`config.mk`:
```
export PLATFORM = sky130hd
export DESIGN_NAME = cbf_front
export DESIGN_NICKNAME = d
export VERILOG_FILES = /design/src/rtl/cbf_pkg.sv /design/src/rtl/cbf_front.sv
export SDC_FILE = /design/constraint.sdc
export NUM_CORES = 1
export LEC_CHECK = 0
export ABC_AREA = 0
export BUFFER_PORTS_ARGS = -buffer_cell sky130_fd_sc_hd__buf_2
export CAP_MARGIN = 10
export CORE_UTILIZATION = 35
export DETAILED_ROUTE_END_ITERATION = 12
export REMOVE_ABC_BUFFERS = 1
export SLEW_MARGIN = 25
export SYNTH_ARGS = -nofsm -noshare
export SYNTH_HDL_FRONTEND = slang
export SYNTH_SLANG_ARGS = --single-unit
```
`constraint.sdc`:
```
create_clock -name clk -period 8.6 [get_ports clk]
set_input_delay 1.72 -clock clk [delete_from_list [all_inputs] [get_ports clk]]
set_output_delay 1.72 -clock clk [all_outputs]
set_load 0.01 [all_outputs]
```
`src/rtl/cbf_pkg.sv`:
```
// Shared request codes, field widths and register map of the counting Bloom filter.
package cbf_pkg;

    // Request codes carried in req_type.
    typedef enum logic [1:0] {
        REQ_QUERY  = 2'd0,
        REQ_ADD    = 2'd1,
        REQ_REMOVE = 2'd2,
        REQ_CLEAR  = 2'd3
    } req_type_t;

    // Field widths.
    localparam int REQ_W   = 2;
    localparam int HASH_W  = 64;
    localparam int HALF_W  = 32;
    localparam int HIT_W   = 8;
    localparam int SIZE_W  = 13;
    localparam int LIMIT_W = 8;

    // Configuration port.
    localparam int APB_ADDR_W = 3;
    localparam int APB_DATA_W = 32;

    // Register indexes, taken from paddr[2].
    localparam logic REG_ACTIVE_SIZE = 1'b0;
    localparam logic REG_MAX_COUNT   = 1'b1;

    // Register reset values.
    localparam logic [SIZE_W-1:0]  ACTIVE_SIZE_RST = 13'd4096;
    localparam logic [LIMIT_W-1:0] MAX_COUNT_RST   = 8'd254;

endpackage

```
`src/rtl/cbf_front.sv`:
```
// Front end: takes a request and reduces both hash halves modulo the size in use.
module cbf_front #(
    parameter int NUM_COUNTERS = 4096
) (
    input  logic                                   clk,
    input  logic                                   rst_n,
    input  logic                                   accept,
    input  logic [cbf_pkg::REQ_W-1:0]              req_type,
    input  logic [cbf_pkg::HASH_W-1:0]             key_hash,
    input  logic [$clog2(NUM_COUNTERS+1)-1:0]      used_size,
    output logic                                   busy,
    output logic                                   q_valid,
    input  logic                                   q_ready,
    output logic [cbf_pkg::REQ_W-1:0]              q_req,
    output logic [$clog2(NUM_COUNTERS)-1:0]        q_idx_a,
    output logic [$clog2(NUM_COUNTERS)-1:0]        q_idx_b
);

    localparam int IDX_W     = $clog2(NUM_COUNTERS);
    localparam int SZ_W      = $clog2(NUM_COUNTERS + 1);
    localparam int STEP_BITS = 2;
    localparam int NUM_STEPS = cbf_pkg::HALF_W / STEP_BITS;
    localparam int CNT_W     = $clog2(NUM_STEPS);

    typedef enum logic [1:0] {
        ST_IDLE,
        ST_DIV,
        ST_PUSH
    } state_t;

    state_t                      state_reg;
    logic [cbf_pkg::REQ_W-1:0]   req_reg;
    logic [cbf_pkg::HALF_W-1:0]  hi_reg;
    logic [cbf_pkg::HALF_W-1:0]  lo_reg;
    logic [SZ_W-1:0]             sz_reg;
    logic [SZ_W-1:0]             rem_hi_reg;
    logic [SZ_W-1:0]             rem_lo_reg;
    logic [CNT_W-1:0]            step_reg;
    logic [SZ_W-1:0]             rem_hi_next;
    logic [SZ_W-1:0]             rem_lo_next;

    // One restoring step: shift in a dividend bit and subtract the modulus if it fits.
    function automatic logic [SZ_W-1:0] mod_step(
        input logic [SZ_W-1:0] rem,
        input logic            din,
        input logic [SZ_W-1:0] dvs
    );
        logic [SZ_W:0] t;
        t = {rem, din};
        if (t >= {1'b0, dvs})
        begin
            t = t - {1'b0, dvs};
        end
        return t[SZ_W-1:0];
    endfunction

    // Both remainders advance by two dividend bits per cycle.
    always_comb
    begin
        rem_hi_next = rem_hi_reg;
        rem_lo_next = rem_lo_reg;
        for (int k = 0; k < STEP_BITS; k++)
        begin
            rem_hi_next = mod_step(rem_hi_next, hi_reg[cbf_pkg::HALF_W-1-k], sz_reg);
            rem_lo_next = mod_step(rem_lo_next, lo_reg[cbf_pkg::HALF_W-1-k], sz_reg);
        end
    end

    // Sequencer for one request: latch, divide, hand over to the queue.
    always_ff @(posedge clk or negedge rst_n)
    begin
        if (!rst_n)
        begin
            state_reg <= ST_IDLE;
            step_reg  <= '0;
        end
        else
        begin
            unique case (state_reg)
                ST_IDLE:
                begin
                    if (accept)
                    begin
                        req_reg    <= req_type;
                        hi_reg     <= key_hash[cbf_pkg::HASH_W-1:cbf_pkg::HALF_W];
                        lo_reg     <= key_hash[cbf_pkg::HALF_W-1:0];
                        sz_reg     <= used_size;
                        rem_hi_reg <= '0;
                        rem_lo_reg <= '0;
                        step_reg   <= '0;
                        state_reg  <= ST_DIV;
                    end
                end
                ST_DIV:
                begin
                    rem_hi_reg <= rem_hi_next;
                    rem_lo_reg <= rem_lo_next;
                    hi_reg     <= {hi_reg[cbf_pkg::HALF_W-STEP_BITS-1:0], {STEP_BITS{1'b0}}};
                    lo_reg     <= {lo_reg[cbf_pkg::HALF_W-STEP_BITS-1:0], {STEP_BITS{1'b0}}};
                    step_reg   <= step_reg + 1'b1;
                    if (step_reg == CNT_W'(NUM_STEPS - 1))
                    begin
                        state_reg <= ST_PUSH;
                    end
                end
                ST_PUSH:
                begin
                    if (q_ready)
                    begin
                        state_reg <= ST_IDLE;
                    end
                end
                default:
                begin
                    state_reg <= ST_IDLE;
                end
            endcase
        end
    end

    // The remainder is below the size in use, so it fits the index width.
    assign busy    = (state_reg != ST_IDLE);
    assign q_valid = (state_reg == ST_PUSH);
    assign q_req   = req_reg;
    assign q_idx_a = rem_hi_reg[IDX_W-1:0];
    assign q_idx_b = rem_lo_reg[IDX_W-1:0];

endmodule

```
==> flow_summary.ini <==
[grt]
grt_util_all_layers_pct = 16.2
grt_overflow = 0
grt_pass1_vias = 5485
grt_antenna_before_repair = 6
grt_pass1_wl_microns = 28000
grt_max_degree = 91

[synth]
synth_cells = 778
synth_flop_cell = edfxtp_1
yosysTopAreaCell = edfxtp_1
yosys.area.top_type_share_pct = 41.9
netlist-cell-type-count = 62
yosys_warnings = 0
synth.most_common_cell = nand2_1
ys_top_cells_by_area = edfxtp_1 42%, nand2_1 10%, ha_1 8.8%
synthArstFlopShare_pct = 5.41
synth_seq_cells = 111
avgSynthCellArea_sq_um = 9.67
netlist_area_sq_um = 7520
synthTopCellsByCount = 210 x nand2_1, 105 x edfxtp_1, 53 x ha_1
synth-edff-count = 105
seq_area_frac_synth_pct = 43.9

[sta]
finalClockSkew_ns = 0.0166
drv_slew = 0
slew_headroom_pct = 33.4
tns_ns = 0
setup_viol = 0
fmax_mhz = 184
whs_ns = 0.510
rsz0062_at_grt = no
finalHoldViolCount = 0
setup_slack_ns = 3.15
fin_crit_sh_pct = 63.3
worst_pin_slew_ns = 0.998
finalCriticalPeriod_ns = 5.45

[clocking]
numCtsBuffers = 9
cts.path.max_buffers = 2
cts_sinks = 111
postCtsSetupRepairBufs = 0
clk_pin_slew_ns = 0.09
cts_tree = built
ctsRootBufferMaster = clkbuf_16
clock_latency_ns = 0.37
cts_resized = 0
ctsHoldBuffers = 0
htree_levels = 3

[final_layout]
syn2layout_area_growth_pct = 13.0
final_nets = 997
seq_area_sq_um = 3300
drive_above_1_share_pct = 19.5
final_util_pct = 40.4
multi_input_area_sq_um = 3850
fill_cells = 2093

[route]
ant_nets = 0
vias = 5681
drt_iter0_drc = 418
route.detailed.drc = 0
firstDrtPassIters = 5
vias_per_cell = 4.99
routed_wl_microns = 17200
routedWlPerCell_microns = 15.2

[floorplan]
die_y_microns = 149
initial_utilization_pct = 35.8
rows = 53
dieArea_sq_um = 22100
io_pins = 111
die_x_microns = 149
core_area_sq_um = 21000

[setup_path]
cp-end-kind = register
worst-setup-path-type = register to register
path_max_fanout = 17
crit_arrival_ns = 5.52
crit_required_ns = 8.68
cp-start-kind = register

[flow_run]
drv_cap = 0

[hold_path]
min_path_type = register to register

[outcome]
status = finished clean

[placement]
io_buffer_count = 110
pre_cts_slack_ns = 3.14
gp_congestion = 0.843
dp_hpwl_microns = 12700
[critical path, stage by stage (launching register included)]
cell	delay (ns)
edfxtp_1	0.36
inv_1	0.09
ha_1	0.17
inv_1	0.06
fa_1	0.40
a21o_1	0.23
a221oi_2	0.49
a21oi_2	0.16
o211ai_2	0.21
nand3_4	0.24
mux2i_2	0.31
inv_1	0.09
fa_1	0.43
nor2b_1	0.13
o21ai_1	0.08
a21oi_1	0.24
o21ai_0	0.16
nor3b_1	0.20
o311ai_4	0.78
mux2i_1	0.26
nor2_1	0.06
[logic make-up (layout without fill, tap and decap cells)]
| family | Yosys count | count (layout) | synth area share, % |
|---|---|---|---|
| buffers and inverters | 75 | 158 | 5.26 |
| adders and majority gates | 57 | 57 | 9.88 |
| DFF | 111 | 111 | 43.9 |
| muxes | 30 | 30 | 4.19 |
| xor gates and xnor gates | 37 | 37 | 4.41 |
| AOI/OAI and AO/OA | 134 | 134 | 13.2 |
| other | 0 | 2 | 0 |
| and+or+nand+nor | 334 | 334 | 19.2 |
[cell type report]
class | instances | share of cell area [%]
diodes | 2 | 0.0589
clock buffers | 9 | 2.65
clock inverters | 6 | 0.795
inverters | 29 | 1.28
multi-input cells | 592 | 45.2
flip-flops and latches | 111 | 38.9
well taps | 275 | 4.05
repair buffers | 114 | 7.07
[path summary, 6_finish.rpt]
path	startpoint	endpoint	slack, ns	cells past startpoint
min	hi_reg[20]	hi_reg[22]	0.51	2
min in group asynchronous	rst_n	step_reg[0]	1.19	1
max in group asynchronous	rst_n	step_reg[2]	7.24	1
max reg2reg	hi_reg[31]	rem_hi_reg[2]	3.15	20
max	hi_reg[31]	rem_hi_reg[2]	3.15	20
min reg2reg	hi_reg[20]	hi_reg[22]	0.51	2
[stage by stage]
stage	std cells	instance area (sq um)
after floorplan	732	7240
after global placement	1120	8180
after detailed placement	1120	8180
after CTS	1135	8470
after global routing	1136	8500
final	1138	8500
[layout by cell type, fill, tap and decap left out, types with 13 or more instances in the layout]
master    synthesis  layout
nor3_1           13      13
edfxtp_1        105     105
nor2_1           47      46
nand2_1         210     210
xnor2_1          19      19
xor2_1           17      17
inv_1            29      29
mux2i_1          20      20
ha_1             53      53
o21ai_0          26      26
a21oi_1          35      35
buf_2             1     110
[metal layers]
layer / track usage (%) / vias to the layer above / share of wire, %
li1: - / 2895 / -
met1: 21.3 / 2600 / 47
met2: 25.2 / 155 / 44
met3: 5.89 / 23 / 7.9
met4: 3.81 / 8 / 1.2
met5: 0 / - / 0.28
Power is left out: the tool's default activity adds up to more than one toggle a clock period on the data nets, which glitch-free logic cannot reach.
