==> src/rtl/cbf_queue.sv <==
// Two-entry queue that carries classified requests from the front end to the back end.
module cbf_queue #(
    parameter int WIDTH = 26
) (
    input  logic             clk,
    input  logic             rst_n,
    input  logic             in_valid,
    output logic             in_ready,
    input  logic [WIDTH-1:0] in_data,
    output logic             out_valid,
    input  logic             out_ready,
    output logic [WIDTH-1:0] out_data
);

    logic [WIDTH-1:0] data_reg [2];
    logic             wr_ptr_reg;
    logic             rd_ptr_reg;
    logic [1:0]       count_reg;
    logic             push;
    logic             pop;

    assign in_ready  = (count_reg != 2'd2);
    assign out_valid = (count_reg != 2'd0);
    assign out_data  = data_reg[rd_ptr_reg];
    assign push      = in_valid && in_ready;
    assign pop       = out_valid && out_ready;

    // Pointers and fill level.
    always_ff @(posedge clk or negedge rst_n)
    begin
        if (!rst_n)
        begin
            wr_ptr_reg <= 1'b0;
            rd_ptr_reg <= 1'b0;
            count_reg  <= 2'd0;
        end
        else
        begin
            if (push)
            begin
                wr_ptr_reg <= ~wr_ptr_reg;
            end
            if (pop)
            begin
                rd_ptr_reg <= ~rd_ptr_reg;
            end
            if (push && !pop)
            begin
                count_reg <= count_reg + 2'd1;
            end
            else if (pop && !push)
            begin
                count_reg <= count_reg - 2'd1;
            end
        end
    end

    // Entry storage.
    always_ff @(posedge clk)
    begin
        if (push)
        begin
            data_reg[wr_ptr_reg] <= in_data;
        end
    end

endmodule

==> config.mk <==
export PLATFORM = sky130hd
export DESIGN_NAME = cbf_queue
export DESIGN_NICKNAME = d
export VERILOG_FILES = /design/src/rtl/cbf_queue.sv
export SDC_FILE = /design/constraint.sdc
export NUM_CORES = 1
export LEC_CHECK = 0
export ABC_AREA = 1
export BUFFER_PORTS_ARGS = -buffer_cell sky130_fd_sc_hd__clkbuf_2
export CAP_MARGIN = 10
export CORE_MARGIN = 5
export CORE_UTILIZATION = 27
export CTS_CLUSTER_DIAMETER = 120
export CTS_CLUSTER_SIZE = 24
export DETAILED_ROUTE_END_ITERATION = 16
export HOLD_SLACK_MARGIN = 0.02
export PLACE_DENSITY = 0.54
export SLEW_MARGIN = 20
export SYNTH_ARGS = -nofsm -noshare
export SYNTH_HDL_FRONTEND = slang
export SYNTH_SLANG_ARGS = --single-unit
==> constraint.sdc <==
create_clock -name clk -period 2.5 [get_ports clk]
set_input_delay 0.375 -clock clk [delete_from_list [all_inputs] [get_ports clk]]
set_output_delay 0.375 -clock clk [all_outputs]
set_load 0.05 [all_outputs]
==> results of run 1 <==
-- where the power goes --
part	switching (mW)	total [mW]	internal, mW
sequential	0.0910	1.37	1.28
clock	0.280	0.576	0.297
combinational	1.43	1.81	0.382
-- worst max-delay path, delay by kind of cell (launching register included) --
| family | cells | cell delay, ns |
|---|---|---|
| flops | 1 | 0.58 |
| buf+inv | 2 | 0.55 |
| simple gates | 2 | 0.15 |
-- worst max path at each step --
stage,from,endpoint,slack [ns],cells after the start
floorplan,count_reg[0],data_reg[0][0],0.18,4
global placement,count_reg[0],data_reg[1][3],0.85,5
detailed placement,count_reg[0],data_reg[1][1],0.83,5
CTS,rd_ptr_reg,out_data[22],0.49,4
global route,rd_ptr_reg,out_data[22],0.39,4
finish,rd_ptr_reg,out_data[22],0.53,4
-- final cells by class --
cell class,instances,area [um^2],area share (%)
Clock buffer,5,68.8,2.56
Sequential cell,56,1660,61.7
Multi-Input combinational cell,96,419,15.6
Inverter,7,33.8,1.26
Clock inverter,3,42.5,1.58
Timing Repair Buffer,62,338,12.6
Tap cell,102,128,4.74
-- synth_stat cells --
cell type  count  area share [%]
nand2_1       80              14
edfxtp_1      52              72
nand2_2        8             2.3
inv_1          5            0.87
dfrtp_1        4             4.6
buf_6          3             1.6
nand3_1        2            0.46
nor2_1         2            0.35
buf_4          1            0.35
buf_8          1            0.70
ha_1           1            0.58
inv_2          1            0.17
inv_8          1            0.52
nand4_1        1            0.29
xnor2_1        1            0.41
xor2_1         1            0.41
-- metrics by stage --
stage / hold slack [ns] / area (um^2) / worst slack (ns)
after floorplan: 0.0794 / 2160 / 0.184
after global placement: 0.192 / 2570 / 0.851
after detailed placement: 0.192 / 2570 / 0.833
after CTS: 0.242 / 2690 / 0.485
after global routing: 0.234 / 2690 / 0.392
final: 0.254 / 2690 / 0.530
-- what timing repair did --
action	4_1_cts	5_1_grt
hold buffers	1	0
setup buffers	0	0
setup endpoints to repair	0	0
endpoints found under the hold margin	4	0
-- metal layers --
metal | up-vias | global-route usage [%] | share of wire [%]
li1 | 671 | - | -
met1 | 617 | 10.5 | 42
met2 | 37 | 15.8 | 50
met3 | 5 | 3.09 | 6.6
met4 | 0 | 3.15 | 1.5
met5 | - | 0 | 0
-- cells by family (layout without fill, tap and decap cells) --
| family | after synthesis | after routing | share of synthesized area, % |
|---|---|---|---|
| flops | 56 | 56 | 77.1 |
| simple gates | 93 | 93 | 17.4 |
| xor+xnor | 2 | 2 | 0.813 |
| buf+inv | 12 | 77 | 4.18 |
| fa+ha+maj | 1 | 1 | 0.580 |
==> impl_metrics.toml, run 1 <==
[status]
status = "complete, no violations"

[clock_tree]
cts_buffers = 5
post_cts.resized_instances = 0
clkTransAtPathRegs_ns = 0.10
clock_sinks = 56
clock_tree.htree_level_count = 2
ctsRootBufferMaster = "clkbuf_8"
cts_tree = "built"
maximum_clock_insertion_buffer_count = 2
clock_network_latency_to_the_later_pin_of_the_worst_skew_pair_ns = 0.30

[floorplanning]
placementRows = 32
floorplan.die_area_um2 = 9870
floorplan.die.width_um = 99.4
chipHeight_um = 99.4
area_of_the_core_um2 = 7770
io_pins = 58
starting_density_of_the_core_pct = 27.8

[setup_path]
worst-r2r-cell-count = 5
critical_path.cell_chain = "buf_4 > nand2_1 > nand2_1 > clkbuf_2"
timing.critical_path.slowest_cell_delay_ns = 0.58
crit_top_cell = "nand2_1"
worst-path-max-fanout = 12
r2r_setup_slack_ns = 0.83
crit_path_end_kind = "primary output"
arrival_ns = 1.59
crit_required_ns = 2.12
path_class = "flip-flop to primary output"
r2r-end = "data_reg[1][8]"
timing.rr.start = "count_reg[0]"
crit_path_top_delay_cell = "dfrtp_1"
critical_path_source_type = "flip-flop"

[power]
p_leak_nw = 1.17
report.power.total_mw = 3.76
pwr_density_cell_nw_per_um2 = 1400
worst_ir_drop_vdd_mv = 0.554

[route]
detail_route.drc_violations = 0
via_count = 1330
final_antenna_violating_net_count = 0
drt-vias-per-instance = 4.02
routedWlPerCell_um = 12.7
initialDrtViolationCount = 30
drt_first_pass_iters = 4
finalWirelength_um = 4220

[layout]
drive_gt1_share_pct = 35.4
layoutNonFillerInstCount = 331
layout.nets = 259
area_growth_syn_to_layout_pct = 24.8
max_ffs_per_register = 52
layout_utilization_pct = 34.6
n_fill_cell = 803
mostFrequentLayoutCell = "nand2_1"
commonest_cells_after_routing_fill_and_taps_aside = "nand2_1, clkbuf_2, edfxtp_1"
n_antenna_cell = 0

[worst_hold_path]
hold_path.startpoint = "in_data[0]"
min_path_type = "input pin to flip-flop"
worstHoldEndpoint = "data_reg[0][0]"
min_path_cells = 1

[timing]
final_hold_viol_count = 0
setup_viol_count_final = 0
final_max_slew_viol_count = 0
worstMarginPinSlew_ns = 0.453
maxSlewHeadroom_pct = 69.7
period_needed_ns = 1.97
achievable-frequency_mhz = 508
clock-skew-final_ns = 0.00900
rsz0062_at_grt = "no"
tns_ns = 0
post-route-period-util_pct = 78.8

[grt]
vias_in_the_first_global_route = 1321
grt_first_pass_wirelength_um = 6800
grt_overflow = 0
maximum_number_of_pins_on_one_net_before_global_route_repair = 28
track_usage_pct = 9.10
grt_antenna_before_repair = 0

[synth]
syn-num-nets = 195
syn-mean-instance-area_um2 = 13.1
yosys.cell_types.count = 16
synth_sequential_area_ratio_pct = 77.1
post_synth_instance_area_um2 = 2160
synth-seq-cells = 56
ys.warnings.count = 0
syn_inst = 164

[place]
detailed_place_hpwl_um = 2940
io_buffer_count = 57
dpl.cell_count = 322
globalplace.congestion = 0.695

[flow_run]
max_cap_viol_count = 0
Power figures use the tool's default switching activity.
==> run 2: changes to the inputs <==
Settings changed: PLACE_DENSITY 0.54 to 0.55.
Clock period 2.5 ns to 1.8 ns, I/O delays scaled along.
==> impl_metrics.toml, run 2 (same netlist as run 1, synthesis figures left out) <==
[status]
status = "complete, no violations"

[timing]
rsz0062_at_grt = "no"
achievable-frequency_mhz = 608
maxSlewHeadroom_pct = 81.2
clock-skew-final_ns = 0.0125
post-route-period-util_pct = 91.3
final_max_slew_viol_count = 0
postLayoutSetupSlackWorst_ns = 0.157
tns_ns = 0
period_needed_ns = 1.64
setup_viol_count_final = 0
timing.hold.ws_ns = 0.155
final_hold_viol_count = 0
worstMarginPinSlew_ns = 0.284

[layout]
drive_gt1_share_pct = 35.7
n_antenna_cell = 0
layoutNonFillerInstCount = 332
layout.nets = 261
area_growth_syn_to_layout_pct = 23.2
mostFrequentLayoutCell = "nand2_1"
max_ffs_per_register = 52
commonest_cells_after_routing_fill_and_taps_aside = "nand2_1, clkbuf_2, edfxtp_1"

[route]
route.met2.wl_um = 1950
final_antenna_violating_net_count = 0
routedWlPerCell_um = 11.4
via_count = 1298
wl_met3_um = 168
drt_first_pass_iters = 3
drt-vias-per-instance = 3.91
detail_route.drc_violations = 0
finalWirelength_um = 3800
top_layer_used = "met4"
routedLengthMet1_um = 1620
initialDrtViolationCount = 46

[grt]
grt_first_pass_wirelength_um = 6350
vias_in_the_first_global_route = 1295
grt_antenna_before_repair = 0
track_usage_pct = 8.29
grt_overflow = 0
maximum_number_of_pins_on_one_net_before_global_route_repair = 28

[setup_path]
crit_required_ns = 1.53
crit_path_top_delay_cell = "dfrtp_2"
arrival_ns = 1.37
crit_top_cell = "nand2_1"
worst-path-stages = 4
timing.critical_path.max_delay_family = "buffers and inverters"
critical_path_buf_inv_count = 2
worst-path-max-fanout = 12
critical_path.cell_chain = "buf_4 > nand2_1 > nand2_1 > clkbuf_2"
crit_path_end_kind = "primary output"
timing.critical_path.slowest_cell_delay_ns = 0.44
critical_path_source_type = "flip-flop"
worst-r2r-cell-count = 9
path_class = "flip-flop to primary output"

[floorplanning]
starting_density_of_the_core_pct = 27.8
floorplan.die.width_um = 99.4
area_of_the_core_um2 = 7770
io_pins = 58
floorplan.die_area_um2 = 9870
chipHeight_um = 99.4
placementRows = 32

[clock_tree]
cts_tree = "built"
cts_buffers = 5
post-cts-setup-buffers = 0
clock_tree.htree_level_count = 2
clock_sinks = 56
clkTransAtPathRegs_ns = 0.09
clock_network_latency_to_the_later_pin_of_the_worst_skew_pair_ns = 0.30
maximum_clock_insertion_buffer_count = 2
ctsRootBufferMaster = "clkbuf_8"

[place]
globalplace.congestion = 0.722
dpl.cell_count = 324
setup_slack_placement_ns = 0.362
io_buffer_count = 57
detailed_place_hpwl_um = 2680

[flow_run]
max_cap_viol_count = 0

[worst_hold_path]
min_path_type = "input pin to flip-flop"
min_path_cells = 1
-- run 2: cell count changes in the layout (fill, tap and decap cells not counted), sizes merged --
cell / delta
clkinvlp: -1
buf: +3
bufinv: -1
-- run 2: what timing repair did --
action | in CTS | in global routing
hold buffers | 1 | 0
setup endpoints to repair | 0 | 15
hold endpoints to repair | 4 | 0
resized for setup | 0 | 3
-- run 2: layout make-up --
class	instances	area [um^2]
repair buffers	64	344
clock buffers	6	72.6
well taps	102	128
inverters	7	33.8
multi-input cells	96	409
fillers	793	5110
flip-flops and latches	56	1660
clock inverters	1	5.00
-- run 2: path summary, 6_finish.rpt --
| path | from | endpoint | slack, ns |
|---|---|---|---|
| min in group asynchronous | rst_n | count_reg[1] | 0.30 |
| max in group asynchronous | rst_n | rd_ptr_reg | 1.36 |
| min reg2reg | count_reg[0] | count_reg[0] | 0.52 |
| max reg2reg | count_reg[0] | count_reg[1] | 0.40 |
| min | in_data[23] | data_reg[1][23] | 0.16 |
| max | rd_ptr_reg | out_data[20] | 0.16 |
-- run 2: through the flow --
step,area [um^2],utilization [%]
finish,2660,34.2
global route,2660,34.2
CTS,2650,34.1
detailed placement,2560,33.0
global placement,2560,33.0
floorplan,2160,-
-- run 2: worst reg2reg max path, cell delays in order (launching register included) --
cell	delay (ns)
dfrtp_1	0.42
inv_2	0.09
nand2_2	0.06
nand2_2	0.11
inv_1	0.06
ha_1	0.32
inv_1	0.08
nand3_1	0.07
nand2_1	0.06
nand2_1	0.05
-- run 2: layer usage --
layer,vias to the layer above,global-route usage [%]
met1,590,9.48
met5,-,0
met3,5,2.03
met2,32,14.6
li1,671,-
met4,0,3.78
Power of run 2 is not shown: default switching activity piles up to over one toggle a cycle in this logic, so the estimate is an artifact.
==> run 3: changes to the inputs <==
Settings changed: CORE_MARGIN 5 to default, PLACE_DENSITY 0.55 to 0.54.
Clock period 1.8 ns to 1.64 ns, I/O delays scaled along.
==> impl_metrics.toml, run 3 (same netlist as run 1, synthesis figures left out) <==
[status]
status = "complete, no violations"

[setup_path]
crit_path_end_kind = "primary output"
r2r-end = "count_reg[1]"
critical_path_source_type = "flip-flop"
crit_required_ns = 1.39
path_class = "flip-flop to primary output"
worst-r2r-cell-count = 9
r2r_setup_slack_ns = 0.22
worst-path-max-fanout = 7
arrival_ns = 1.32
startpoint = "rd_ptr_reg"
timing.rr.start = "count_reg[0]"

[grt]
grt_overflow = 0
grt_antenna_before_repair = 0
vias_in_the_first_global_route = 1243
maximum_number_of_pins_on_one_net_before_global_route_repair = 28
grt_first_pass_wirelength_um = 6150
track_usage_pct = 9.92

[power]
worst_ir_drop_vdd_mv = 1.10
p_leak_nw = 1.20
pwr_density_cell_nw_per_um2 = 2140

[route]
via_count = 1308
finalWirelength_um = 3910
initialDrtViolationCount = 26
drt_first_pass_iters = 4
final_antenna_violating_net_count = 0
drt-vias-per-instance = 3.92
routedWlPerCell_um = 11.7
detail_route.drc_violations = 0

[timing]
achievable-frequency_mhz = 640
worstMarginPinSlew_ns = 0.278
final_hold_viol_count = 0
final_max_slew_viol_count = 0
setup_viol_count_final = 0
maxSlewHeadroom_pct = 81.5
rsz0062_at_grt = "yes"
postLayoutSetupSlackWorst_ns = 0.0782
period_needed_ns = 1.56
clock-skew-final_ns = 0.0113
post-route-period-util_pct = 95.2

[floorplanning]
placementRows = 32
floorplan.die.width_um = 91.4
chipHeight_um = 91.4
io_pins = 58
floorplan.die_area_um2 = 8350
starting_density_of_the_core_pct = 27.9
area_of_the_core_um2 = 7730

[clock_tree]
ctsRootBufferMaster = "clkbuf_8"
post-cts-setup-buffers = 0
clock_network_latency_to_the_later_pin_of_the_worst_skew_pair_ns = 0.31
clock_tree.htree_level_count = 2
clock_sinks = 56
cts_tree = "built"
clkTransAtPathRegs_ns = 0.11
cts_buffers = 5
maximum_clock_insertion_buffer_count = 2

[layout]
max_ffs_per_register = 52
n_antenna_cell = 0
layoutNonFillerInstCount = 334
area_growth_syn_to_layout_pct = 28.7
layout.nets = 262
mostFrequentLayoutCell = "nand2_1"
commonest_cells_after_routing_fill_and_taps_aside = "nand2_1, edfxtp_1, clkbuf_2"
n_fill_cell = 759
drive_gt1_share_pct = 36.6

[place]
detailed_place_hpwl_um = 2660
setup_slack_placement_ns = 0.210
globalplace.congestion = 0.649
io_buffer_count = 57
dpl.cell_count = 325

[flow_run]
max_cap_viol_count = 0

[worst_hold_path]
min_path_cells = 1
min_path_type = "input pin to flip-flop"
hold_path.startpoint = "in_data[20]"
worstHoldEndpoint = "data_reg[1][20]"
run 3: worst max-delay path, cell delays in order, from the launching register on:
cell and delay [ns]:
dfrtp_2 0.47, buf_4 0.19, nand2_1 0.07, nand2_1 0.06
clkbuf_4 0.22
run 3: layout make-up:
cell class | instances | area [um^2] | area share [%]
Tap cell | 102 | 128 | 4.60
Multi-Input combinational cell | 96 | 409 | 14.7
Clock buffer | 5 | 68.8 | 2.48
Sequential cell | 56 | 1660 | 59.9
Clock inverter | 3 | 47.5 | 1.71
Timing Repair Buffer | 65 | 420 | 15.1
Inverter | 7 | 38.8 | 1.40
run 3: worst max-delay path by stage:
stage	endpoint	slack [ns]	cells after the start
floorplan	data_reg[0][0]	-0.26	4
global placement	count_reg[1]	0.24	9
detailed placement	count_reg[1]	0.21	9
CTS	out_data[11]	0.0006	4
global route	out_data[17]	-0.02	4
finish	out_data[17]	0.08	4
run 3: layer usage:
layer | vias to the layer above | share of wire, % | track usage (%) | routed length (um)
met4 | 0 | 1.0 | 2.91 | 39
met3 | 4 | 4.9 | 3.10 | 193
met2 | 35 | 49 | 16.2 | 1920
met1 | 595 | 45 | 12.6 | 1760
met5 | - | 0 | 0 | 0
li1 | 674 | - | - | -
run 3: through the flow:
step / power, mW / setup TNS [ns] / hold slack [ns] / utilization, % / cell area [um^2]
global placement: 4.90 / 0 / 0.0687 / 33.3 / 2570
detailed placement: 4.92 / 0 / 0.0697 / 33.3 / 2570
global route: 6.27 / -0.0579 / 0.105 / 35.9 / 2780
floorplan: 4.29 / -13.55 / -0.0496 / - / 2160
finish: 5.94 / 0 / 0.115 / 35.9 / 2780
CTS: 5.93 / 0 / 0.110 / 35.5 / 2740
run 3: where the power goes:
| group | switching, mW | internal (mW) | leakage, nW |
|---|---|---|---|
| Sequential | 0.127 | 1.96 | 0.530 |
| Clock | 0.442 | 0.460 | 0.0583 |
| Combinational | 2.16 | 0.789 | 0.610 |
run 3: repair_timing:
action,CTS,global route
resized for setup,18,29
hold buffers,1,0
setup endpoints to repair,26,26
endpoints found under the hold margin,4,0
